[src/design/tss_pkg.sv]
// Shared types, constants and helper functions of the texture sample and shade block.
// No dependencies; tss_addr, tss_store and texture_sample_shade import it (tss_ram does not).
package tss_pkg;

  localparam int IDX_W = 27;  // texel byte index: (y*w + x)*c with 12-bit dims, 3-bit channels
  localparam int LIN_W = 24;  // texel number y*w + x

  localparam logic [1:0] TEX_DIFFUSE  = 2'd0;
  localparam logic [1:0] TEX_EMISSIVE = 2'd1;
  localparam logic [1:0] TEX_OPACITY  = 2'd2;

  localparam logic [1:0] EM_NONE    = 2'd0;
  localparam logic [1:0] EM_TEXTURE = 2'd1;
  localparam logic [1:0] EM_CONST   = 2'd2;

  localparam logic [2:0] REG_DIFFUSE_SHAPE  = 3'd0;
  localparam logic [2:0] REG_EMISSIVE_SHAPE = 3'd1;
  localparam logic [2:0] REG_OPACITY_SHAPE  = 3'd2;
  localparam logic [2:0] REG_BASE_COLOR     = 3'd3;
  localparam logic [2:0] REG_EMISSIVE_ADD   = 3'd4;
  localparam logic [2:0] REG_MODE           = 3'd5;

  typedef struct packed {
    logic              req_type;
    logic [1:0]        tex_select;
    logic [15:0]       byte_addr;
    logic [7:0]        byte_value;
    logic signed [31:0] coord_u;
    logic signed [31:0] coord_v;
  } req_t;

  typedef struct packed {
    logic [7:0] red;
    logic [7:0] green;
    logic [7:0] blue;
    logic [7:0] alpha;
  } res_t;

  typedef struct packed {
    logic [7:0] r;
    logic [7:0] g;
    logic [7:0] b;
    logic [7:0] a;
  } texel_t;

  // Texel location handed from the address unit to the store
  typedef struct packed {
    logic [IDX_W-1:0] idx;
    logic [2:0]       chans;
    logic             white;
  } tex_addr_t;

  function automatic logic shape_ok(input logic [26:0] shape, input int max_dim);
    logic [31:0] w;
    logic [31:0] h;
    w = {20'd0, shape[11:0]};
    h = {20'd0, shape[23:12]};
    return (w != 32'd0) && (h != 32'd0) && (shape[26:24] != 3'd0) &&
           (w <= 32'(max_dim)) && (h <= 32'(max_dim));
  endfunction

  function automatic logic [7:0] sat_add(input logic [7:0] a, input logic [7:0] b);
    logic [8:0] s;
    s = {1'b0, a} + {1'b0, b};
    return s[8] ? 8'hFF : s[7:0];
  endfunction

endpackage

[src/design/tss_addr.sv]
// Three-stage texel address unit for one texture: column/row, texel number, byte index.
// Depends on tss_pkg.
module tss_addr
  import tss_pkg::*;
#(
  parameter int TEX_BYTES = 65536,
  parameter int MAX_DIM   = 4096,
  parameter int FRAC_BITS = 16
) (
  input  logic                 clk,
  input  logic [2:0]           en,     // load enables of the three stages
  input  logic [26:0]          shape,
  input  logic [FRAC_BITS-1:0] fu,
  input  logic [FRAC_BITS:0]   fv,
  output tex_addr_t            taddr
);

  logic [11:0] w;
  logic [11:0] h;
  logic [2:0]  c;
  assign w = shape[11:0];
  assign h = shape[23:12];
  assign c = shape[26:24];

  // column and row
  logic [FRAC_BITS+11:0] px;
  logic [FRAC_BITS+12:0] py;
  logic [12:0]           yraw;
  logic [11:0]           hm1;
  logic [11:0]           x;
  logic [11:0]           y;

  assign px   = (FRAC_BITS+12)'(fu) * (FRAC_BITS+12)'(w);
  assign py   = (FRAC_BITS+13)'(fv) * (FRAC_BITS+13)'(h);
  assign yraw = py[FRAC_BITS+12:FRAC_BITS];
  assign hm1  = h - 12'd1;

  always_ff @(posedge clk) begin
    if (en[0]) begin
      x <= px[FRAC_BITS+11:FRAC_BITS];  // fu below one keeps x below width
      y <= (yraw > {1'b0, hm1}) ? hm1 : yraw[11:0];
    end
  end

  // texel number
  logic [LIN_W-1:0] lin;
  always_ff @(posedge clk) begin
    if (en[1]) begin
      lin <= LIN_W'(y) * LIN_W'(w) + LIN_W'(x);
    end
  end

  // byte index and bounds
  logic [IDX_W-1:0] idx;
  logic [31:0]      last;
  assign idx  = IDX_W'(lin) * IDX_W'(c);
  assign last = 32'(idx) + 32'(c) - 32'd1;

  always_ff @(posedge clk) begin
    if (en[2]) begin
      taddr.idx   <= idx;
      taddr.chans <= c;
      taddr.white <= !shape_ok(shape, MAX_DIM) || (last >= 32'(TEX_BYTES));
    end
  end

endmodule

[config.mk]
export PLATFORM = sky130hd
export DESIGN_NAME = tss_addr
export DESIGN_NICKNAME = d
export VERILOG_FILES = /design/src/design/tss_pkg.sv /design/src/design/tss_addr.sv
export SDC_FILE = /design/constraint.sdc
export NUM_CORES = 1
export LEC_CHECK = 0
export BUFFER_PORTS_ARGS = -buffer_cell sky130_fd_sc_hd__buf_2
export CAP_MARGIN = 10
export CORE_ASPECT_RATIO = 1.2
export CORE_MARGIN = 4
export CORE_UTILIZATION = 45
export CTS_CLUSTER_DIAMETER = 40
export DETAILED_ROUTE_END_ITERATION = 10
export GPL_TIMING_DRIVEN = 0
export PLACE_DENSITY = 0.66
export SETUP_SLACK_MARGIN = 0.3
export SYNTH_ARGS = -nofsm -noshare
export SYNTH_HDL_FRONTEND = slang
export SYNTH_SLANG_ARGS = --single-unit
export TNS_END_PERCENT = 50
[constraint.sdc]
create_clock -name clk -period 17.4 [get_ports clk]
set_clock_uncertainty 0.1 [all_clocks]
set_input_delay 2.61 -clock clk [delete_from_list [all_inputs] [get_ports clk]]
set_output_delay 2.61 -clock clk [all_outputs]
set_load 0.005 [all_outputs]
==> flow_metrics.env <==
export IMPL_syn_area_um2=22600
export IMPL_unrepaired_setup_endpoints_after_global_routing="false"
export IMPL_critical_path_startpoint_type="primary input"
export IMPL_register_area_um2=2370
export IMPL_most_common_cell_in_the_netlist="inv_1"
export IMPL_yosys_register_bits=79
export IMPL_drt_pass1_iterations=5
export IMPL_area_growth_syn_to_layout_pct=6.69
export IMPL_synth_cells=2532
export IMPL_ys_warnings_count=0
export IMPL_cts_sinks=79
export IMPL_avgRoutedWirePerCell_um=16.4
export IMPL_worst_setup_path_end_kind="register"
export IMPL_track_usage_pct=20.5
export IMPL_drt_wl_total_um=53700
export IMPL_synth_area_leaders="fa_1 37%, ha_1 15%, edfxtp_1 10%"
export IMPL_total_of_max_cap_violations=0
export IMPL_yosysSeqAreaShare_pct=10.5
export IMPL_ant_nets=0
export IMPL_initial_utilization_pct=45.7
export IMPL_synth_net_count=3281
export IMPL_synth_async_sr_flop_share_pct=0
export IMPL_die_h_um=254
export IMPL_cp_data_arrival_time_ps=11160
export IMPL_synth_cell_type_count=74
export IMPL_syn_area_per_cell_um2=8.93
export IMPL_cts_hold_repair_buffers=0
export IMPL_first_global_vias=18200
export IMPL_edff_count_synth=79
export IMPL_ctsRootBufferMaster="clkbuf_16"
export IMPL_crit_path_max_fanout=10
export IMPL_numCtsBuffers=9
export IMPL_number_of_antenna_violations_at_the_first_check_in_global_routing=2
export IMPL_timing_slew_headroom_pct=18.6
export IMPL_cts_post_setup_buffers_inserted=0
export IMPL_drt_first_iter_violations=865
export IMPL_htreeDepth=3
export IMPL_clockBufferDepth=2
export IMPL_timing_max_transition_violations_final=0
export IMPL_worst_hold_path_type="reg -> reg"
export IMPL_critical_path_most_common_cell="fa_1"
export IMPL_wire_length_of_the_first_global_routing_pass_um=88900
export IMPL_clock_latency_late_sink_ps=360
export IMPL_report_final_setup_viol=0
export IMPL_num_vias=17000
export IMPL_num_io_pins=95
export IMPL_outcome="finished clean"
export IMPL_timing_worst_slew_pin_value_ps=1210
export IMPL_floorplan_die_width_um=213
export IMPL_n_antenna_cell=0
export IMPL_port_buffers=88
export IMPL_required_ps=17410
export IMPL_row_count=89
export IMPL_gpl_final_weighted_congestion=0.908
export IMPL_criticalPathCategory="in -> reg"
export IMPL_via_density_per_instance=5.20
export IMPL_drc=0
export IMPL_synth_largest_area_cell="fa_1"
export IMPL_critical_path_slowest_cell="clkbuf_1"
export IMPL_cts_repair_resized=0
export IMPL_maximum_number_of_pins_on_one_net_before_global_route_repair=32
export IMPL_tns_ps=0
export IMPL_multi_input_gate_area_in_the_final_layout_um2=17700
export IMPL_timing_final_hold_violations=0
export IMPL_synthTopCellsByCount="550 x inv_1, 463 x nand2_1, 423 x fa_1, 262 x ha_1, 177 x and2_1"
export IMPL_nets_finish=3380
export IMPL_clkSlewWorstSetupHoldPaths_ps=60
export IMPL_floorplan_core_area_um2=49400
export IMPL_ys_flop_type="edfxtp_1"
export IMPL_final_period_utilization_pct=64.1
export IMPL_hpwl_um=46800
export IMPL_yosys_area_top_type_share_pct=37.5
export IMPL_fmax_mhz=89.7
export IMPL_floorplan_die_area_um2=53900
export IMPL_overflow=0
export IMPL_final_layout_size_suffix_gt1_share_pct=5.05
export IMPL_fillerInstances=4688
export IMPL_clock_tree_from_tritoncts="built"
export IMPL_min_period_ps=11150
export IMPL_max_stage_delay_ps=570
flip-flops by register name, summed over array words and instances (netlist names):
| signal | cells |
|---|---|
| y | 12 |
| x | 12 |
| taddr | 31 |
| lin | 24 |
layout by cell type (no fill, tap or decap), drive strengths merged, types with 7 or more instances in the layout:
cell type | synthesis | layout
xnor2 | 57 | 57
o21a | 16 | 16
and2 | 177 | 177
a21oi | 63 | 63
ha | 262 | 262
a211oi | 11 | 11
nand2 | 467 | 467
nor3 | 29 | 29
o21ai | 25 | 25
mux2i | 7 | 7
nand4 | 7 | 7
inv | 550 | 552
xor2 | 22 | 22
edfxtp | 79 | 79
nand3 | 20 | 20
nor4 | 9 | 9
clkbuf | 109 | 119
o21bai | 10 | 10
a31oi | 13 | 13
fa | 423 | 423
nand2b | 12 | 12
nor2 | 45 | 45
nor2b | 10 | 10
buf | 8 | 96
a21o | 25 | 25
cells by family (layout without fill, tap and decap cells):
| family | count (synthesis) | after routing | synth area share (%) |
|---|---|---|---|
| AO/OA/AOI/OAI | 213 | 213 | 6.52 |
| XOR/XNOR | 79 | 79 | 3.06 |
| adder cells (fa/ha/maj) | 685 | 685 | 52.0 |
| buffers and inverters | 667 | 771 | 11.1 |
| flip-flops | 79 | 79 | 10.5 |
| multiplexers | 8 | 8 | 0.393 |
| AND/OR/NAND/NOR | 801 | 801 | 16.4 |
critical path: cells and delay by family:
kind,cells,cell delay (ps)
buf+inv,7,1470
fa+ha+maj,7,3120
compound gates,12,2720
simple gates,4,720
mux,2,520
worst paths after layout:
kind | to | slack [ps] | cells after the start | from
setup / recovery | y[7] | 6250 | 32 | shape[19]
hold / removal | taddr[4] | 490 | 1 | lin[0]
setup reg to reg | lin[23] | 11260 | 20 | y[8]
hold reg to reg | taddr[4] | 490 | 1 | lin[0]
metrics by stage:
step	util, %	hold WS [ps]	instance area, µm²	setup slack, ps	instances
2_1_floorplan	-	426	22600	7270	2532
3_3_place_gp	48.2	463	23800	6050	3257
3_5_place_dp	48.2	469	23800	5910	3257
4_1_cts	48.8	483	24100	6280	3273
5_1_grt	48.8	496	24100	5920	3273
6_report	48.8	488	24100	6250	3273
final cells by class:
type	count	share of cell area, %
plain buffers	117	1.88
flip-flops and latches	79	9.84
repair buffers	88	1.83
inverters	550	8.56
clock inverters	6	0.187
well taps	637	3.30
clock buffers	10	0.949
multi-input cells	1786	73.5
metal layers:
layer / vias up / GRT usage [%] / wire, µm
li1: 7924 / - / -
met1: 8531 / 24.5 / 21100
met2: 461 / 38.6 / 28700
met3: 90 / 2.27 / 2490
met4: 4 / 6.06 / 1440
met5: - / 0 / 34
Power is not shown: default switching activity piles up to over one toggle a cycle in this logic, so the estimate is an artifact.
